**src/design/utf8dec_pkg.sv**
```systemverilog
// Shared types, constants and byte helpers for the UTF-8 decoder.
package utf8dec_pkg;

  localparam int unsigned QUEUE_DEPTH_DEF = 4;

  localparam logic [20:0] CP_BOM     = 21'h00FEFF;
  localparam logic [20:0] CP_MAX     = 21'h10FFFF;
  localparam logic [20:0] CP_SUPP    = 21'h010000;
  localparam logic [20:0] CP_HI_SURR = 21'h00D800;
  localparam logic [20:0] CP_LO_SURR = 21'h00DC00;
  localparam logic [20:0] CP_2B_MAX  = 21'h0007FF;

  localparam logic [20:0] CP_2B_MIN  = 21'h000080;
  localparam logic [20:0] CP_3B_MIN  = 21'h000800;

  typedef enum logic [2:0] {
    CLS_ASCII,
    CLS_RAW,
    CLS_LEAD2,
    CLS_LEAD3,
    CLS_LEAD4
  } byte_cls_t;

  // One queued input word.
  typedef struct packed {
    logic [7:0] data;
    byte_cls_t  cls;
    logic       eob;
  } item_t;

  // Verdict on a complete multi-byte sequence.
  typedef struct packed {
    logic        ok;
    logic        is_unit;   // 2 or 3 byte form, goes through surrogate joining
    logic [20:0] value;
  } dec_t;

  function automatic byte_cls_t classify(input logic [7:0] b);
    byte_cls_t c;
    if (b < 8'h80) begin
      c = CLS_ASCII;
    end else if (b inside {[8'h80:8'hBF], [8'hF8:8'hFF]}) begin
      c = CLS_RAW;
    end else if (b >= 8'hF0) begin
      c = CLS_LEAD4;
    end else if (b >= 8'hE0) begin
      c = CLS_LEAD3;
    end else begin
      c = CLS_LEAD2;
    end
    return c;
  endfunction

  function automatic logic [2:0] seq_len(input byte_cls_t c);
    logic [2:0] n;
    case (c)
      CLS_LEAD4: n = 3'd4;
      CLS_LEAD3: n = 3'd3;
      default:   n = 3'd2;
    endcase
    return n;
  endfunction

  function automatic logic is_cont(input logic [7:0] b);
    return b[7:6] == 2'b10;
  endfunction

  function automatic dec_t decode(input logic [7:0] b0, input logic [7:0] b1,
                                  input logic [7:0] b2, input logic [7:0] b3,
                                  input logic [2:0] need);
    dec_t d;
    d = '0;
    case (need)
      3'd2: begin
        d.value   = {10'd0, b0[4:0], b1[5:0]};
        d.is_unit = 1'b1;
        d.ok      = is_cont(b1) && (d.value >= CP_2B_MIN) && (d.value <= CP_2B_MAX);
      end
      3'd3: begin
        d.value   = {5'd0, b0[3:0], b1[5:0], b2[5:0]};
        d.is_unit = 1'b1;
        d.ok      = is_cont(b1) && is_cont(b2) && (d.value >= CP_3B_MIN);
      end
      default: begin
        d.value   = {b0[2:0], b1[5:0], b2[5:0], b3[5:0]};
        d.is_unit = 1'b0;
        d.ok      = is_cont(b1) && is_cont(b2) && is_cont(b3)
                    && (d.value >= CP_SUPP) && (d.value <= CP_MAX);
      end
    endcase
    return d;
  endfunction

endpackage

```
**src/design/utf8dec_front.sv**
```systemverilog
// Front end: accepts input words, classifies each byte and queues it.
module utf8dec_front #(
  parameter int unsigned DEPTH = utf8dec_pkg::QUEUE_DEPTH_DEF
) (
  input  logic                clk,
  input  logic                rst_n,
  input  logic                in_tvalid,
  output logic                in_tready,
  input  logic [7:0]          in_tdata,
  input  logic                in_tlast,
  output utf8dec_pkg::item_t  q_item,
  output logic                q_valid,
  input  logic                q_ready
);

  localparam int PTR_W = (DEPTH > 1) ? $clog2(DEPTH) : 1;
  localparam int CNT_W = $clog2(DEPTH + 1);

  utf8dec_pkg::item_t mem_r [DEPTH];
  logic [PTR_W-1:0]   wr_ptr_r, wr_ptr_nxt;
  logic [PTR_W-1:0]   rd_ptr_r, rd_ptr_nxt;
  logic [CNT_W-1:0]   cnt_r, cnt_nxt;
  logic               push, pop;
  utf8dec_pkg::item_t new_item;

  assign in_tready = cnt_r != CNT_W'(DEPTH);
  assign q_valid   = cnt_r != '0;
  assign q_item    = mem_r[rd_ptr_r];
  assign push      = in_tvalid && in_tready;
  assign pop       = q_valid && q_ready;

  always_comb begin
    new_item.data = in_tdata;
    new_item.cls  = utf8dec_pkg::classify(in_tdata);
    new_item.eob  = in_tlast;
  end

  always_comb begin
    wr_ptr_nxt = wr_ptr_r;
    rd_ptr_nxt = rd_ptr_r;
    if (push) begin
      wr_ptr_nxt = (wr_ptr_r == PTR_W'(DEPTH - 1)) ? '0 : wr_ptr_r + PTR_W'(1);
    end
    if (pop) begin
      rd_ptr_nxt = (rd_ptr_r == PTR_W'(DEPTH - 1)) ? '0 : rd_ptr_r + PTR_W'(1);
    end
    case ({push, pop})
      2'b10:   cnt_nxt = cnt_r + CNT_W'(1);
      2'b01:   cnt_nxt = cnt_r - CNT_W'(1);
      default: cnt_nxt = cnt_r;
    endcase
  end

  always_ff @(posedge clk) begin
    if (push) begin
      mem_r[wr_ptr_r] <= new_item;
    end
  end

  always_ff @(posedge clk) begin
    if (!rst_n) begin
      wr_ptr_r <= '0;
      rd_ptr_r <= '0;
      cnt_r    <= '0;
    end else begin
      wr_ptr_r <= wr_ptr_nxt;
      rd_ptr_r <= rd_ptr_nxt;
      cnt_r    <= cnt_nxt;
    end
  end

  a_cnt_bound: assert property (@(posedge clk) disable iff (!rst_n)
    cnt_r <= CNT_W'(DEPTH))
    else $error("front queue count beyond depth");

  a_pop_drains: assert property (@(posedge clk) disable iff (!rst_n)
    (pop && !push) |=> (cnt_r == $past(cnt_r) - CNT_W'(1)))
    else $error("front queue pop did not drain an entry");

endmodule

```
**src/design/utf8dec_back.sv**
```systemverilog
// Back end: sequence gathering, replay on error, surrogate joining, result output.
module utf8dec_back (
  input  logic               clk,
  input  logic               rst_n,
  input  utf8dec_pkg::item_t item,
  input  logic               item_valid,
  output logic               item_ready,
  output logic               out_tvalid,
  input  logic               out_tready,
  output logic [23:0]        out_tdata,
  output logic [1:0]         out_tuser,
  output logic               out_tlast
);

  typedef enum logic [1:0] {
    S_FETCH,
    S_RUN,
    S_JUDGE
  } state_t;

  state_t                 state_r, state_nxt;
  logic                   step_active_r, step_active_nxt;
  logic                   last_r, last_nxt;

  // replay queue, head at index 0
  logic [7:0]             q_byte_r [3];
  logic [7:0]             q_byte_nxt [3];
  utf8dec_pkg::byte_cls_t q_cls_r [3];
  utf8dec_pkg::byte_cls_t q_cls_nxt [3];
  logic [1:0]             qn_r, qn_nxt;

  logic [7:0]             pend_r [4];
  logic [7:0]             pend_nxt [4];
  logic [1:0]             pcnt_r, pcnt_nxt;
  logic [2:0]             need_r, need_nxt;

  logic [9:0]             held_r, held_nxt;
  logic                   held_valid_r, held_valid_nxt;

  // last result of the running step, kept back until its end flag is known
  logic                   cand_valid_r, cand_valid_nxt;
  logic [20:0]            cand_cp_r, cand_cp_nxt;
  logic                   cand_raw_r, cand_raw_nxt;

  logic                   out_valid_r, out_valid_nxt;
  logic [20:0]            out_cp_r, out_cp_nxt;
  logic                   out_raw_r, out_raw_nxt;
  logic [1:0]             out_tail_r, out_tail_nxt;
  logic                   out_nochar_r, out_nochar_nxt;
  logic                   out_last_r, out_last_nxt;

  logic                   out_free, emit_ok, emit_req, emit_raw, do_pop, go_next;
  logic                   finish_ok;
  logic [20:0]            emit_cp, held_cp, pair_cp;
  logic [1:0]             rep_n;
  logic [2:0]             rep_total;
  logic                   is_bom, is_hi, is_lo;
  utf8dec_pkg::dec_t      dec;

  assign dec     = utf8dec_pkg::decode(pend_r[0], pend_r[1], pend_r[2], pend_r[3], need_r);
  assign is_bom  = dec.value == utf8dec_pkg::CP_BOM;
  assign is_hi   = dec.value[20:10] == utf8dec_pkg::CP_HI_SURR[20:10];
  assign is_lo   = dec.value[20:10] == utf8dec_pkg::CP_LO_SURR[20:10];
  assign held_cp = utf8dec_pkg::CP_HI_SURR | {11'd0, held_r};
  assign pair_cp = utf8dec_pkg::CP_SUPP + {1'b0, held_r, dec.value[9:0]};
  assign rep_n     = 2'(need_r - 3'd1);
  assign rep_total = {1'b0, qn_r} + {1'b0, rep_n};

  assign out_free = !out_valid_r || out_tready;
  assign emit_ok  = !cand_valid_r || out_free;

  always_comb begin
    state_nxt       = state_r;
    step_active_nxt = step_active_r;
    last_nxt        = last_r;
    q_byte_nxt      = q_byte_r;
    q_cls_nxt       = q_cls_r;
    qn_nxt          = qn_r;
    pend_nxt        = pend_r;
    pcnt_nxt        = pcnt_r;
    need_nxt        = need_r;
    held_nxt        = held_r;
    held_valid_nxt  = held_valid_r;
    cand_valid_nxt  = cand_valid_r;
    cand_cp_nxt     = cand_cp_r;
    cand_raw_nxt    = cand_raw_r;
    out_valid_nxt   = out_valid_r && !out_tready;
    out_cp_nxt      = out_cp_r;
    out_raw_nxt     = out_raw_r;
    out_tail_nxt    = out_tail_r;
    out_nochar_nxt  = out_nochar_r;
    out_last_nxt    = out_last_r;
    item_ready      = 1'b0;
    emit_req        = 1'b0;
    emit_cp         = '0;
    emit_raw        = 1'b0;
    do_pop          = 1'b0;
    go_next         = 1'b0;
    finish_ok       = 1'b0;

    case (state_r)
      S_FETCH: begin
        if (step_active_r && last_r && held_valid_r) begin
          // buffer end: a held high surrogate goes out alone
          emit_req = 1'b1;
          emit_cp  = held_cp;
          if (emit_ok) begin
            held_valid_nxt = 1'b0;
          end
        end else begin
          finish_ok = !step_active_r || !(cand_valid_r || last_r) || out_free;
          if (finish_ok) begin
            if (step_active_r) begin
              if (cand_valid_r || last_r) begin
                out_valid_nxt  = 1'b1;
                out_cp_nxt     = cand_valid_r ? cand_cp_r : '0;
                out_raw_nxt    = cand_valid_r && cand_raw_r;
                out_nochar_nxt = !cand_valid_r;
                out_last_nxt   = last_r;
                out_tail_nxt   = last_r ? pcnt_r : 2'd0;
              end
              cand_valid_nxt  = 1'b0;
              step_active_nxt = 1'b0;
            end
            item_ready = 1'b1;
            if (item_valid) begin
              q_byte_nxt[0]   = item.data;
              q_cls_nxt[0]    = item.cls;
              qn_nxt          = 2'd1;
              last_nxt        = item.eob;
              step_active_nxt = 1'b1;
              state_nxt       = S_RUN;
            end
          end
        end
      end

      S_RUN: begin
        if (pcnt_r == 2'd0) begin
          if (q_cls_r[0] == utf8dec_pkg::CLS_ASCII || q_cls_r[0] == utf8dec_pkg::CLS_RAW) begin
            emit_req = 1'b1;
            if (held_valid_r) begin
              emit_cp = held_cp;
              if (emit_ok) begin
                held_valid_nxt = 1'b0;
              end
            end else begin
              emit_cp  = {13'd0, q_byte_r[0]};
              emit_raw = q_cls_r[0] == utf8dec_pkg::CLS_RAW;
              do_pop   = emit_ok;
            end
          end else begin
            pend_nxt[0] = q_byte_r[0];
            pcnt_nxt    = 2'd1;
            need_nxt    = utf8dec_pkg::seq_len(q_cls_r[0]);
            do_pop      = 1'b1;
          end
        end else begin
          pend_nxt[pcnt_r] = q_byte_r[0];
          do_pop           = 1'b1;
          if ({1'b0, pcnt_r} + 3'd1 == need_r) begin
            pcnt_nxt  = 2'd0;
            state_nxt = S_JUDGE;
          end else begin
            pcnt_nxt = pcnt_r + 2'd1;
          end
        end
        if (do_pop) begin
          q_byte_nxt[0] = q_byte_r[1];
          q_byte_nxt[1] = q_byte_r[2];
          q_cls_nxt[0]  = q_cls_r[1];
          q_cls_nxt[1]  = q_cls_r[2];
          qn_nxt        = qn_r - 2'd1;
          if (qn_r == 2'd1 && state_nxt == S_RUN) begin
            state_nxt = S_FETCH;
          end
        end
      end

      S_JUDGE: begin
        if (!dec.ok) begin
          emit_req = 1'b1;
          if (held_valid_r) begin
            emit_cp = held_cp;
            if (emit_ok) begin
              held_valid_nxt = 1'b0;
            end
          end else begin
            // lead goes out raw, the rest is fed back in front of the queue
            emit_cp  = {13'd0, pend_r[0]};
            emit_raw = 1'b1;
            if (emit_ok) begin
              q_byte_nxt[0] = pend_r[1];
              q_cls_nxt[0]  = utf8dec_pkg::classify(pend_r[1]);
              if (rep_n >= 2'd2) begin
                q_byte_nxt[1] = pend_r[2];
                q_cls_nxt[1]  = utf8dec_pkg::classify(pend_r[2]);
              end else begin
                q_byte_nxt[1] = q_byte_r[0];
                q_cls_nxt[1]  = q_cls_r[0];
              end
              if (rep_n == 2'd3) begin
                q_byte_nxt[2] = pend_r[3];
                q_cls_nxt[2]  = utf8dec_pkg::classify(pend_r[3]);
              end else if (rep_n == 2'd2) begin
                q_byte_nxt[2] = q_byte_r[0];
                q_cls_nxt[2]  = q_cls_r[0];
              end else begin
                q_byte_nxt[2] = q_byte_r[1];
                q_cls_nxt[2]  = q_cls_r[1];
              end
              qn_nxt    = rep_total[1:0];
              state_nxt = S_RUN;
            end
          end
        end else if (!dec.is_unit) begin
          emit_req = 1'b1;
          if (held_valid_r) begin
            emit_cp = held_cp;
            if (emit_ok) begin
              held_valid_nxt = 1'b0;
            end
          end else begin
            emit_cp = dec.value;
            go_next = emit_ok;
          end
        end else if (is_bom) begin
          go_next = 1'b1;
        end else if (is_hi) begin
          // a new high surrogate pushes out any older one
          if (held_valid_r) begin
            emit_req = 1'b1;
            emit_cp  = held_cp;
          end
          if (!held_valid_r || emit_ok) begin
            held_nxt       = dec.value[9:0];
            held_valid_nxt = 1'b1;
            go_next        = 1'b1;
          end
        end else if (is_lo && held_valid_r) begin
          emit_req = 1'b1;
          emit_cp  = pair_cp;
          if (emit_ok) begin
            held_valid_nxt = 1'b0;
            go_next        = 1'b1;
          end
        end else begin
          emit_req = 1'b1;
          if (held_valid_r) begin
            emit_cp = held_cp;
            if (emit_ok) begin
              held_valid_nxt = 1'b0;
            end
          end else begin
            emit_cp = dec.value;
            go_next = emit_ok;
          end
        end
        if (go_next) begin
          state_nxt = (qn_r == 2'd0) ? S_FETCH : S_RUN;
        end
      end

      default: begin
        state_nxt = S_FETCH;
      end
    endcase

    // a new result displaces the held-back one to the output register
    if (emit_req && emit_ok) begin
      if (cand_valid_r) begin
        out_valid_nxt  = 1'b1;
        out_cp_nxt     = cand_cp_r;
        out_raw_nxt    = cand_raw_r;
        out_nochar_nxt = 1'b0;
        out_last_nxt   = 1'b0;
        out_tail_nxt   = 2'd0;
      end
      cand_valid_nxt = 1'b1;
      cand_cp_nxt    = emit_cp;
      cand_raw_nxt   = emit_raw;
    end
  end

  always_ff @(posedge clk) begin
    q_byte_r   <= q_byte_nxt;
    q_cls_r    <= q_cls_nxt;
    pend_r     <= pend_nxt;
    cand_cp_r  <= cand_cp_nxt;
    cand_raw_r <= cand_raw_nxt;
    out_cp_r     <= out_cp_nxt;
    out_raw_r    <= out_raw_nxt;
    out_tail_r   <= out_tail_nxt;
    out_nochar_r <= out_nochar_nxt;
    out_last_r   <= out_last_nxt;
    last_r       <= last_nxt;
    need_r       <= need_nxt;
    if (!rst_n) begin
      state_r       <= S_FETCH;
      step_active_r <= 1'b0;
      qn_r          <= 2'd0;
      pcnt_r        <= 2'd0;
      held_r        <= '0;
      held_valid_r  <= 1'b0;
      cand_valid_r  <= 1'b0;
      out_valid_r   <= 1'b0;
    end else begin
      state_r       <= state_nxt;
      step_active_r <= step_active_nxt;
      qn_r          <= qn_nxt;
      pcnt_r        <= pcnt_nxt;
      held_r        <= held_nxt;
      held_valid_r  <= held_valid_nxt;
      cand_valid_r  <= cand_valid_nxt;
      out_valid_r   <= out_valid_nxt;
    end
  end

  assign out_tvalid = out_valid_r;
  assign out_tdata  = {1'b0, out_tail_r, out_cp_r};
  assign out_tuser  = {out_nochar_r, out_raw_r};
  assign out_tlast  = out_last_r;

  a_run_has_bytes: assert property (@(posedge clk) disable iff (!rst_n)
    state_r == S_RUN |-> qn_r != 2'd0)
    else $error("processing state entered with empty replay queue");

  a_replay_fits: assert property (@(posedge clk) disable iff (!rst_n)
    (state_r == S_JUDGE && !dec.ok && !held_valid_r) |-> rep_total <= 3'd3)
    else $error("replay would overflow the replay queue");

  a_marker_is_last: assert property (@(posedge clk) disable iff (!rst_n)
    (out_valid_r && out_nochar_r) |-> out_last_r)
    else $error("end marker word without end flag");

endmodule

```
**src/design/utf8_to_code_point_decoder.sv**
```systemverilog
// Top level of the UTF-8 to code point decoder: input queue and decode engine.
//
//  channel | dir | tdata                               | tuser                  | tlast
//  in_     | in  | [7:0] data_byte                     | -                      | end_of_buffer
//  out_    | out | [20:0] code_point, [22:21] tail     | [0] raw_err, [1] no_ch | last_of_run
//
// Steps: the decode engine fetches each byte from the input queue, then processes
// it; the byte that completes a sequence gets a verdict step, each byte fed back
// after a bad sequence is processed again, a held high surrogate pushed out takes
// its own step, and the next byte is fetched only when the current one is done.
// Reset is synchronous, active low; it empties the input queue and clears the
// pending-sequence count, the held surrogate and all valid flags.
// The input queue keeps taking words, until it is full, while the engine is stalled on out_tready;
// the last result of a word is kept back until the word is done so that the
// end-of-buffer flag can be set on it.
module utf8_to_code_point_decoder #(
  parameter int unsigned QUEUE_DEPTH = utf8dec_pkg::QUEUE_DEPTH_DEF
) (
  input  logic        clk,
  input  logic        rst_n,
  input  logic        in_tvalid,
  output logic        in_tready,
  input  logic [7:0]  in_tdata,    // [7:0] data_byte
  input  logic        in_tlast,
  output logic        out_tvalid,
  input  logic        out_tready,
  output logic [23:0] out_tdata,   // [20:0] code_point, [22:21] tail_bytes, [23] zero
  output logic [1:0]  out_tuser,   // [0] raw_error, [1] no_char
  output logic        out_tlast
);

  utf8dec_pkg::item_t q_item;
  logic               q_valid;
  logic               q_ready;

  // front: accept and classify bytes
  utf8dec_front #(
    .DEPTH (QUEUE_DEPTH)
  ) u_front (
    .clk       (clk),
    .rst_n     (rst_n),
    .in_tvalid (in_tvalid),
    .in_tready (in_tready),
    .in_tdata  (in_tdata),
    .in_tlast  (in_tlast),
    .q_item    (q_item),
    .q_valid   (q_valid),
    .q_ready   (q_ready)
  );

  // back: gather, judge, replay, join surrogates, emit
  utf8dec_back u_back (
    .clk        (clk),
    .rst_n      (rst_n),
    .item       (q_item),
    .item_valid (q_valid),
    .item_ready (q_ready),
    .out_tvalid (out_tvalid),
    .out_tready (out_tready),
    .out_tdata  (out_tdata),
    .out_tuser  (out_tuser),
    .out_tlast  (out_tlast)
  );

endmodule
```
**config.mk**
```make
export PLATFORM = sky130hd
export DESIGN_NAME = utf8_to_code_point_decoder
export DESIGN_NICKNAME = d
export VERILOG_FILES = /design/src/design/utf8dec_pkg.sv /design/src/design/utf8dec_front.sv /design/src/design/utf8dec_back.sv /design/src/design/utf8_to_code_point_decoder.sv
export SDC_FILE = /design/constraint.sdc
export NUM_CORES = 1
export LEC_CHECK = 0
export ABC_AREA = 1
export BUFFER_PORTS_ARGS = -buffer_cell sky130_fd_sc_hd__buf_2
export CORE_ASPECT_RATIO = 2
export CORE_MARGIN = 4
export CORE_UTILIZATION = 45
export CTS_BUF_LIST = sky130_fd_sc_hd__clkbuf_2 sky130_fd_sc_hd__clkbuf_4 sky130_fd_sc_hd__clkbuf_8
export DETAILED_ROUTE_END_ITERATION = 10
export MAX_ROUTING_LAYER = met4
export PLACE_DENSITY_LB_ADDON = 0.3
export SLEW_MARGIN = 20
export SYNTH_ARGS = -nofsm -noshare
export SYNTH_HDL_FRONTEND = slang
export SYNTH_SLANG_ARGS = --single-unit
export TNS_END_PERCENT = 50
```
**constraint.sdc**
```tcl
create_clock -name clk -period 8.3 [get_ports clk]
set_input_delay 0.415 -clock clk [delete_from_list [all_inputs] [get_ports clk]]
set_output_delay 0.415 -clock clk [all_outputs]
set_load 0.005 [all_outputs]
```
# Word level (Yosys, flattened, before mapping)
# Memories as Yosys holds them, arrays and structs flattened. A register that Yosys moved wholly into a read port is not among the register bits.
# Index checks and enable logic that the tools add are counted.
[totals]
regBits = 144
latch_bits = 0
ram_bits = 48
romBits = 0
output_inout_bits = 29
elab_cells = 369
memories = 1
[memory_table]
columns = ["memory", "words", "width", "read_ports", "rd_clocked_by_memory_dff", "wr", "line_no", "text"]
rows = [
  ["u_front.mem_r", 4, 12, 1, 1, 1, "utf8dec_front.sv:19", "utf8dec_pkg::item_t mem_r [DEPTH];"],
]
[classes]
addsub = 10
mul = 0
n_div = 0
order_cmp = 35
n_eq_ne = 40
shift = 0
mux = 182
bitwise_logic = 7
reduce_logical = 64
[ops]
columns = ["cell", "count"]
rows = [
  ["2-to-1 mux 21 bit", 16],
  [">= comparator 8 bit (second input constant)", 16],
  ["2-to-1 mux 1 bit", 81],
  ["2-to-1 mux 16 bit", 5],
  ["2-to-1 mux 24 bit", 3],
  ["2-to-1 mux 8 bit", 9],
  ["less-or-equal comparator 8 bit (second input constant)", 8],
  ["case mux 21 bit (3 select lines)", 1],
  ["2-to-1 mux 2 bit", 31],
  ["2-to-1 mux 3 bit", 18],
  ["case mux 23 bit (2 select lines)", 1],
  ["bitwise mux 32 bit", 1],
  ["< comparator 8 bit (second input constant)", 4],
  ["2-to-1 mux 9 bit", 3],
  ["logical AND 1 bit", 24],
  ["case mux 8 bit (3 select lines)", 1],
  ["equality test 11 x 6 -> 1 bit (second input constant)", 2],
  ["adder 17 x 20 -> 21 bit (first input constant)", 1],
  ["equality test 21 x 16 -> 1 bit (second input constant)", 1],
  [">= comparator 21 x 17 -> 1 bit (second input constant)", 1],
  ["less-or-equal comparator 21 bit (second input constant)", 1],
  ["equality test 2 bit (second input constant)", 9],
  ["case mux 3 bit (2 select lines)", 3],
  ["AND reduction 6 bit", 3],
  ["42 further kinds", 95],
]

# Logic depth before layout (Yosys ltp)
# Gate-level depths: netlist of the first run.
[depth]
depth_word = 16
ltp_mapped = 19

# By module
# Synthesis of the first run repeated with hierarchy kept, for this count alone.
[hier_totals]
cells_unflattened = 1412
hier_area_um2 = 11136.9
[modules_own_cells]
columns = ["module", "instances", "cells_each", "area_per_inst_um2", "seq_area_each_um2"]
rows = [
  ["utf8dec_back", 1, 1216, 8793.4, 3653.5],
  ["utf8dec_front", 1, 196, 2343.5, 1621.6],
]

# Worst setup path before layout of the first run
# Ideal clock, no wire load.
[synth_timing]
path_kind = "register to register"
from = "reg u_back.need_r[0]"
to = "reg u_back.q_byte_r[10] (netlist bit) (enable)"
setup_ns = 0.393
arrival_time_ns = 2.466
t_required_ns = 7.907
setup_slack_ns = 5.441
path_stages_with_launch = 15
path_buffers = 1
period_less_slack_ns = 2.859
path_cell_list = "edfxtp_1 -> inv_1 -> ha_1 -> buf_2 -> nand2_2 -> inv_1 -> nand2_1 -> o21ai_1 -> nor2_1 -> nor2_2 -> inv_2 -> nand2_1 -> inv_2 -> nor2_1 -> nor3_1"
[synth_between]
elab_chain_cells = 4
[synth_rtl]
columns = ["element", "line_no", "text"]
rows = [
  ["start, declared", "utf8dec_back.sv:35", "logic [2:0] need_r, need_nxt;"],
  ["start signal, assigned", "utf8dec_back.sv:297", "need_r <= need_nxt;"],
  ["equality test 3 x 2 -> 1 bit", "utf8dec_pkg.sv:73", "case (need)"],
  ["case mux 23 bit (2 select lines) (*)", "utf8dec_pkg.sv:73", ""],
  ["!= test 2 bit (no source line) (*)", "n/a", ""],
  ["AND reduction 5 bit (no source line) (*)", "n/a", ""],
  ["end signal, assigned", "utf8dec_back.sv:286", "q_byte_r <= q_byte_nxt;"],
  ["end, declared", "utf8dec_back.sv:26", "logic [7:0] q_byte_r [3];"],
]
# Every way passes the cells marked *; elsewhere a longest branch is shown, timed or not.
# A chain may end at the register's enable or synchronous reset.

# Worst setup path after layout of the first run
[layout_timing]
from = "reg u_back.need_r[1]"
to = "reg u_back.out_cp_r[5]"
[layout_between]
elab_chain_cells = 10
[layout_rtl]
columns = ["element", "line_no", "text"]
rows = [
  ["equality test 3 x 2 -> 1 bit", "utf8dec_pkg.sv:73", ""],
  ["case mux 23 bit (2 select lines) (*)", "utf8dec_pkg.sv:73", ""],
  ["equality test 11 x 6 -> 1 bit", "utf8dec_back.sv:62", "assign is_hi = dec.value[20:10] == utf8dec_pkg::CP_HI_SURR[20:10];"],
  ["2-to-1 mux 1 bit", "utf8dec_back.sv:229", "end else if (is_hi) begin"],
  ["2-to-1 mux 1 bit", "utf8dec_back.sv:227", "end else if (is_bom) begin"],
  ["2-to-1 mux 1 bit", "utf8dec_back.sv:216", "end else if (!dec.is_unit) begin"],
  ["2-to-1 mux 1 bit (*)", "utf8dec_back.sv:181", "if (!dec.ok) begin"],
  ["case mux 1 bit (3 select lines) (*)", "utf8dec_back.sv:101", "case (state_r)"],
  ["logical AND 1 bit (*)", "utf8dec_back.sv:270", "if (emit_req && emit_ok) begin"],
  ["2-to-1 mux 21 bit (*)", "utf8dec_back.sv:270", ""],
  ["net u_back.out_cp_nxt[5]", "utf8dec_back.sv:46", "logic [20:0] out_cp_r, out_cp_nxt;"],
  ["end signal, assigned", "utf8dec_back.sv:291", "out_cp_r <= out_cp_nxt;"],
  ["end, declared", "utf8dec_back.sv:46", ""],
]
# The timed path passes the listed nets; every way through them passes the cells marked *.

==> results of run 1 <==
cell usage after synthesis (all sizes together) (5+ instances only):
cell type  instances
nand2            241
nor2             150
edfxtp           139
inv              134
o21ai            122
a21oi            103
nand3             71
dfxtp             55
clkbuf            33
ha                23
buf               17
nand4             15
o22ai             15
nor3               9
a211oi             6
o211ai             5
worst max-delay path, delay by kind of cell (launching register included):
family / cells / cell delay [ps]
compound gates: 4 / 1650
fa+ha+maj: 1 / 430
simple gates: 8 / 1350
flops: 1 / 490
metrics by stage:
stage / setup WS [ps] / instance area [µm²]
2_1_floorplan: 5440 / 9970
3_3_place_gp: 4360 / 10400
3_5_place_dp: 4280 / 10400
4_1_cts: 4290 / 10800
5_1_grt: 3770 / 10800
6_report: 4310 / 10800
report_power, final:
part	internal [µW]	switching (µW)
clock network	287	382
logic	360	815
registers	1300	180
total	1950	1380
registers in the layout, indices dropped and copies added (netlist names), 3 cells and up, named ones only:
register and flops:
u_back.pend_r 32, u_back.out_cp_r 21, u_back.held_r 10, u_back.q_cls_r 9, u_front.mem_r 48, u_back.q_byte_r 24, u_back.need_r 3, u_front.cnt_r 3
u_back.cand_cp_r 21
metal layers:
metal  up-vias  share of wire (%)
li1       4003                  -
met1      3823                 34
met2       286                 55
met3       121                4.0
met4         0                7.7
met5         -                  0
worst paths after layout:
check                                          start                       endpoint
setup / recovery      u_back.need_r[1]$_SDFFCE_PN1P_     u_back.out_cp_r[5]$_DFF_P_
hold / removal                           in_tdata[1]  u_front.mem_r[3][5]$_DFFE_PP_
setup reg to reg      u_back.need_r[1]$_SDFFCE_PN1P_     u_back.out_cp_r[5]$_DFF_P_
hold reg to reg   u_back.cand_cp_r[14]$_SDFFCE_PN0N_    u_back.out_cp_r[14]$_DFF_P_
placed cells by master, fill, tap and decap left out, types with 2 or more instances in the layout:
master,n
a21oi_2,2
inv_2,4
a31oi_1,4
nand4_1,15
nand3_1,70
a32oi_1,2
nand2_2,4
buf_2,40
inv_1,129
inv_6,3
o21ai_2,3
dfxtp_1,55
xnor2_1,2
nand2_4,2
a21oi_1,101
a22oi_1,3
inv_8,4
buf_4,11
nor4_1,2
o22ai_1,15
o21ai_0,111
o31ai_1,2
clkbuf_8,17
nor3_1,9
ha_1,23
a211oi_1,6
nand2_1,235
xor2_1,4
o211ai_1,5
clkinv_2,2
o311ai_0,2
clkinv_8,4
nor2_1,145
o21ai_1,7
bufinv_16,2
o21bai_1,3
nor2_2,4
edfxtp_1,139
area by class of cell:
cell class,count,area share [%]
sequential,194,48.8
inverter,136,4.76
timing repair buffer,51,2.62
tap,273,3.16
multi-input combinational,797,36.5
clock inverter,15,1.95
clock buffer,17,2.17
logic make-up after synthesis:
group | share of synthesized area, %
simple gates | 20.8
compound gates | 15.0
flops | 52.9
buf+inv | 7.57
fa+ha+maj | 3.09
xor+xnor | 0.527
other cells | 0.0376
==> summary.txt, run 1 <==
Detailed routing
  • Remaining antenna violation count after routing: 0
  • WL/cell: 18.9 µm
  • Detailed-route via count: 8233
  • DRC viols: 0
  • Final wirelength: 28000 µm
  • 1st-iter DRT viols: 582
  • TritonRoute pass-1 iters: 5
  • Post-DR vias/cell: 5.55

Synthesis
  • Synth Cell Area: 9970 µm²
  • Fraction of registers with async set/reset: 0%
  • Syn_nets: 1214
  • Post-synth top area share: 41.9%
  • EDFF count, synth: 139
  • Mapped Cells: 1177
  • Top post-synthesis cells by area: edfxtp_1, dfxtp_1, nand2_1
  • Post-synth cell types: 54
  • Yosys top cell by area: edfxtp_1
  • Number of synthesized register bits: 194
  • Post-synthesis sequential area ratio: 52.9%
  • Mapped Avg Cell Area: 8.47 µm²
  • Total of warnings raised by yosys: 0
  • Post-synth top flop: edfxtp_1

Power
  • Leak: 0.00437 µW
  • Design Power: 3330 µW
  • Power Density: 308 nW/µm²
  • Maximum VDD drop: 216 µV

Critical path
  • CP startpoint kind: flop
  • Critical path's slowest cell: o21ai_4
  • Arr. time, crit path: 4440 ps
  • CP required: 8750 ps
  • Kind of critical path: flop to flop
  • Path depth of the worst reg2reg path: 13
  • Setup crit end kind: flop
  • CP max stage delay: 690 ps
  • Crit path cell chain: ha_1 -> o21ai_4 -> nand2_1 -> nand3_1 -> nor2_1 -> nand4_1 -> a21boi_2 -> o21ai_1 -> nand2_1 -> nand3_2 -> o21ai_2 -> nand2_1 -> nand2_1
  • CP dominant cell by count: nand2_1
  • Reg2Reg Setup Slack: 4310 ps
  • Worst-path maximum fanout: 31

Global route
  • GRT busiest layer: met2
  • GRT overflow: 0
  • GR met2 Demand/Resource: 43.5%
  • Via count of the first global-routing pass: 8082
  • GRT met3 Usage: 3.80%
  • First-pass GRT wire length: 43500 µm
  • Largest net degree at the start of global routing: 39
  • Total GRT Usage: 23.9%
  • Initial antenna violation count: 0
  • Met1 GRT Util: 21.8%

Worst hold path
  • Hold Path Cell Cnt: 1
  • Worst hold path class: input port to flop

Layout
  • Synthesis-to-finish area growth: 8.33%
  • Antenna Cells: 0
  • Fin util: 49.8%
  • Fill count: 2096
  • Non-Filler Instances: 1483
  • Final #Nets: 1234
  • Share of layout cells above drive strength 1: 9.17%
  • Sequential cell area: 5280 µm²
  • Area of the multi-input gates: 3940 µm²

Floorplan
  • Initial core utilization: 46.0%
  • Height of the die: 218 µm
  • Row Count: 76
  • Core area: 21700 µm²
  • Die footprint: 24700 µm²
  • Die Wd: 113 µm
  • IO Pins: 42

CTS
  • Root Buffer: clkbuf_8
  • Max Buffers Root-to-Sink: 2
  • Post-CTS Setup Bufs: 0
  • Clk slew on worst S/H paths: 110 ps
  • Max H-tree Level: 4
  • CTS buffer count: 17
  • Post-CTS Resized: 0
  • CTS tree: done
  • CTS sink count: 194
  • Clock Latency Late Sink: 520 ps
  • Hold_buf cts: 0

STA
  • Slew @ Worst Pin: 1080 ps
  • Worst hold slack: 106 ps
  • Setup TNS: 0 ps
  • Final min period: 3990 ps
  • Clk_skew: 23.4 ps
  • Final Hold Vio Count: 0
  • Fmax: 250 MHz
  • Relative max-transition margin: 27.5%
  • RSZ-0062 raised after global routing: no
  • Final setup vio count: 0
  • Period utilisation layout: 48.1%
  • Max-slew violations: 0

Place
  • IO buf count: 40
  • Placer congestion estimate: 1.00
  • DP Cell Count: 1451
  • DP HPWL: 21800 µm

Job
  • MaxCap Viol Count: 0

Outcome
  • Outcome: completed
(Power assumes the default switching activity.)
==> inputs of run 2 (changes only) <==
Clock period 8.3 ns to 3.75 ns, I/O delays scaled along.
==> summary.txt, run 2 (synthesis gave the netlist of run 1 again) <==
Global route
  • First-pass GRT wire length: 46000 µm
  • Total GRT Usage: 25.6%
  • Via count of the first global-routing pass: 8451
  • GRT overflow: 0
  • Initial antenna violation count: 0
  • Largest net degree at the start of global routing: 38

Floorplan
  • IO Pins: 42
  • Height of the die: 218 µm
  • Row Count: 76
  • Core area: 21700 µm²
  • Initial core utilization: 46.0%
  • Die footprint: 24700 µm²
  • Die Wd: 113 µm

CTS
  • Max H-tree Level: 4
  • CTS tree: done
  • CTS buffer count: 17
  • Root Buffer: clkbuf_8
  • Max Buffers Root-to-Sink: 2
  • Clk slew on worst S/H paths: 110 ps
  • CTS sink count: 194
  • Clock Latency Late Sink: 510 ps

STA
  • Period utilisation layout: 93.6%
  • Max-slew violations: 0
  • Final Hold Vio Count: 0
  • Fmax: 285 MHz
  • Slew @ Worst Pin: 898 ps
  • Final setup vio count: 0
  • Relative max-transition margin: 39.9%
  • Final min period: 3510 ps
  • Setup TNS: 0 ps
  • RSZ-0062 raised after global routing: no
  • Clk_skew: 13.6 ps

Place
  • Placer congestion estimate: 1.04
  • DP HPWL: 23500 µm
  • IO buf count: 40
  • Placed cell area: 10500 µm²

Detailed routing
  • DRC viols: 0
  • Remaining antenna violation count after routing: 0
  • 1st-iter DRT viols: 453
  • Final wirelength: 29800 µm
  • WL/cell: 19.7 µm
  • Detailed-route via count: 8379
  • Post-DR vias/cell: 5.54
  • TritonRoute pass-1 iters: 4

Worst hold path
  • Min-delay src: out_tready
  • Worst hold path class: input port to flop

Layout
  • Share of layout cells above drive strength 1: 10.6%
  • Fill count: 2100
  • Commonest non-fill, non-tap cells in the layout: nand2_1, nor2_1, edfxtp_1
  • Final #Nets: 1263
  • Biggest regs: u_front.mem_r: 48 flops, u_back.pend_r: 32 flops, u_back.q_byte_r: 24 flops
  • Antenna Cells: 0
  • Synthesis-to-finish area growth: 10.6%
  • Largest register by flop count: u_front.mem_r
  • Commonest non-fill, non-tap cell in the layout: nand2_1
  • Max reg flops: 48
  • Final instance area: 11000 µm²

Critical path
  • Reg-to-reg startpoint: u_back.need_r[1]$_SDFFCE_PN1P_
  • Worst-path maximum fanout: 11
  • CP required: 4150 ps
  • Arr. time, crit path: 3910 ps
  • CP startpoint kind: flop
  • Kind of critical path: flop to flop
  • CP startpoint: u_back.need_r[1]$_SDFFCE_PN1P_
  • Setup crit end kind: flop

Power
  • Design Power: 7450 µW
  • Maximum VDD drop: 477 µV
  • Leak: 0.00451 µW
  • Power Density: 675 nW/µm²

Outcome
  • Outcome: completed

Job
  • MaxCap Viol Count: 0
-- run 2: per-stage QoR --
step	hold WS, ps	worst slack (ps)	instances	utilization [%]
6_report	54.3	240	1512	50.9
5_1_grt	51.7	44.3	1512	50.9
4_1_cts	5.48	73.1	1510	50.7
3_5_place_dp	403	110	1469	48.4
3_3_place_gp	395	83.1	1469	48.4
2_1_floorplan	286	891	1177	-
-- run 2: cell type report --
| cell class | instances | area [µm²] | area share (%) |
|---|---|---|---|
| clock inverters | 15 | 185 | 1.68 |
| inverters | 136 | 514 | 4.66 |
| well taps | 273 | 342 | 3.10 |
| clock buffers | 17 | 234 | 2.12 |
| multi-input cells | 797 | 3940 | 35.8 |
| repair buffers | 80 | 536 | 4.86 |
| flip-flops and latches | 194 | 5280 | 47.8 |
-- run 2: critical path: stages (launching register included) --
cell      delay [ps]
edfxtp_1         450
ha_1             520
inv_2             90
nor2_4           210
nand2_1          100
nand2_1          130
nand2_1           80
nor2_2           210
and2_4           210
nand2_2           80
clkinv_2         170
nand2_4          110
nor4_4           490
inv_2            260
o21ai_0          240
a21oi_1           60
-- run 2: timing repair --
| item | in CTS | in global routing |
|---|---|---|
| hold buffers | 9 | 0 |
| endpoints found under the hold margin | 36 | 0 |
| buffers inserted | 0 | 2 |
| endpoints found under the setup margin | 0 | 13 |
| gates resized for setup | 0 | 1 |
-- run 2: per-layer routing --
metal / vias up / track usage (%) / part of all wire [%]
met5: - / - / 0
met4: 0 / 19.4 / 8.3
met3: 131 / 4.10 / 3.8
met2: 290 / 47.5 / 55
met1: 3881 / 22.4 / 33
li1: 4077 / - / -
-- run 2: path summary, 6_finish.rpt --
kind,slack (ps),end,cells after the start
min,50,u_back.out_tvalid$_SDFF_PN0_,4
min reg2reg,430,u_back.out_cp_r[10]$_DFF_P_,2
max reg2reg,240,u_back.held_r[1]$_SDFFE_PN0P_,15
max,240,u_back.held_r[1]$_SDFFE_PN0P_,15
-- run 2: power by group --
group / switching [µW] / internal (µW)
sequential: 361 / 2880
combinational: 1900 / 872
clock: 812 / 625
==> inputs of run 3 (changes only) <==
Settings changed: HOLD_SLACK_MARGIN from default to 0.12, REMOVE_ABC_BUFFERS from default to 1.
==> summary.txt, run 3 (synthesis gave the netlist of run 1 again) <==
STA
  • Relative max-transition margin: 39.5%
  • Period utilisation layout: 92.8%
  • Final Hold Vio Count: 0
  • Setup TNS: 0 ps
  • RSZ-0062 raised after global routing: no
  • Final setup vio count: 0
  • Max-slew violations: 0
  • Final min period: 3480 ps
  • Slew @ Worst Pin: 907 ps
  • Clk_skew: 15.8 ps
  • Fmax: 287 MHz

CTS
  • Post-CTS Setup Bufs: 0
  • Max H-tree Level: 4
  • Clock Latency Late Sink: 510 ps
  • CTS buffer count: 17
  • Root Buffer: clkbuf_8
  • Clk slew on worst S/H paths: 110 ps
  • CTS tree: done
  • Max Buffers Root-to-Sink: 2
  • Post-CTS Resized: 0
  • CTS sink count: 194

Floorplan
  • IO Pins: 42
  • Core area: 21700 µm²
  • Height of the die: 218 µm
  • Die Wd: 113 µm
  • Row Count: 76
  • Die footprint: 24700 µm²
  • Initial core utilization: 46.0%

Detailed routing
  • Detailed-route via count: 8302
  • Remaining antenna violation count after routing: 0
  • DRC viols: 0
  • 1st-iter DRT viols: 539
  • TritonRoute pass-1 iters: 5
  • Final wirelength: 29300 µm
  • WL/cell: 19.4 µm
  • Post-DR vias/cell: 5.49

Layout
  • Final instance area: 11000 µm²
  • Commonest non-fill, non-tap cell in the layout: nand2_1
  • Antenna Cells: 0
  • Biggest regs: u_front.mem_r: 48 flops, u_back.pend_r: 32 flops, u_back.q_byte_r: 24 flops
  • Share of layout cells above drive strength 1: 10.3%
  • Synthesis-to-finish area growth: 10.2%
  • Final #Nets: 1263
  • Largest register by flop count: u_front.mem_r
  • Max reg flops: 48
  • Commonest non-fill, non-tap cells in the layout: nand2_1, nor2_1, edfxtp_1

Place
  • Placer congestion estimate: 1.07
  • DP HPWL: 22600 µm
  • IO buf count: 40
  • Placed cell area: 10500 µm²

Power
  • Maximum VDD drop: 354 µV
  • Design Power: 7290 µW
  • Leak: 0.00448 µW
  • Power Density: 664 nW/µm²

Critical path
  • CP required: 4200 ps
  • Arr. time, crit path: 3930 ps
  • Kind of critical path: flop to flop
  • Worst-path maximum fanout: 23
  • Critical path's slowest cell: ha_1
  • Crit path cell chain: inv_1 -> ha_1 -> o21ai_4 -> a21oi_1 -> nor2_1 -> nand4_1 -> a21boi_2 -> o21ai_1 -> nand2_1 -> nand3_2 -> o21ai_2 -> nand2_1 -> nand2_1
  • CP startpoint kind: flop
  • Setup crit end kind: flop
  • CP max stage delay: 520 ps
  • CP dominant cell by count: nand2_1

Global route
  • Via count of the first global-routing pass: 8369
  • First-pass GRT wire length: 45000 µm
  • Total GRT Usage: 24.8%
  • Initial antenna violation count: 0
  • GRT overflow: 0
  • Largest net degree at the start of global routing: 38

Job
  • MaxCap Viol Count: 0

Outcome
  • Outcome: completed

Worst hold path
  • Worst hold path class: input port to flop
run 3: cell types whose count changed in the layout (fill, tap and decap cells not counted), sizes merged:
cell         delta
clkinvlp        +1
buf             -3
bufinv          -2
o21ai           +1
clkbuf          +1
dlygate4sd3     +2
run 3: power breakdown:
part           total [µW]  switching [µW]  leakage [µW]  internal [µW]
combinational        2690            1840       0.00255            844
sequential           3270             391       0.00174           2880
clock                1330             831      0.000194            501
total                7290            3070       0.00448           4220
run 3: worst paths after layout:
path	endpoint	slack, ps	cells past startpoint	startpoint
max	u_back.out_cp_r[4]$_DFF_P_	270	13	u_back.need_r[0]$_SDFFCE_PN0P_
max reg2reg	u_back.out_cp_r[4]$_DFF_P_	270	13	u_back.need_r[0]$_SDFFCE_PN0P_
min	u_front.wr_ptr_r[1]$_SDFFE_PN0P_	180	3	in_tvalid
min reg2reg	u_back.out_cp_r[10]$_DFF_P_	440	2	u_back.cand_cp_r[10]$_SDFFCE_PN0N_
run 3: repair_timing:
action                                  CTS  global route
hold endpoints to repair                 45             0
endpoints found under the setup margin    0             2
hold buffers                             11             0
run 3: layout make-up:
class / count / area (µm²)
Tap cell: 273 / 342
Clock inverter: 14 / 140
Sequential cell: 194 / 5280
Fill cell: 2091 / 10700
Clock buffer: 18 / 241
Multi-Input combinational cell: 798 / 3950
Inverter: 136 / 514
Timing Repair Buffer: 79 / 520
run 3: layer usage:
metal  wire (µm)  GRT usage, %
met1        9510          22.0
met2       16200          45.6
met3        1120          3.88
met4        2430          19.4
met5           0             -
run 3: per-stage QoR:
stage	hold WS, ps	setup slack, ps	cells	utilization, %
global placement	406	400	1468	48.3
floorplan	286	554	1127	-
global route	213	65.7	1512	50.6
CTS	154	248	1511	50.6
detailed placement	410	280	1468	48.3
finish	184	270	1512	50.6
run 3: critical path: cells and delay by family (launching register included):
family / cells / cell delay [ps]
AOI/OAI and AO/OA: 5 / 1520
and+or+nand+nor: 6 / 780
adders and majority gates: 1 / 520
DFF: 1 / 460
buffers and inverters: 1 / 140
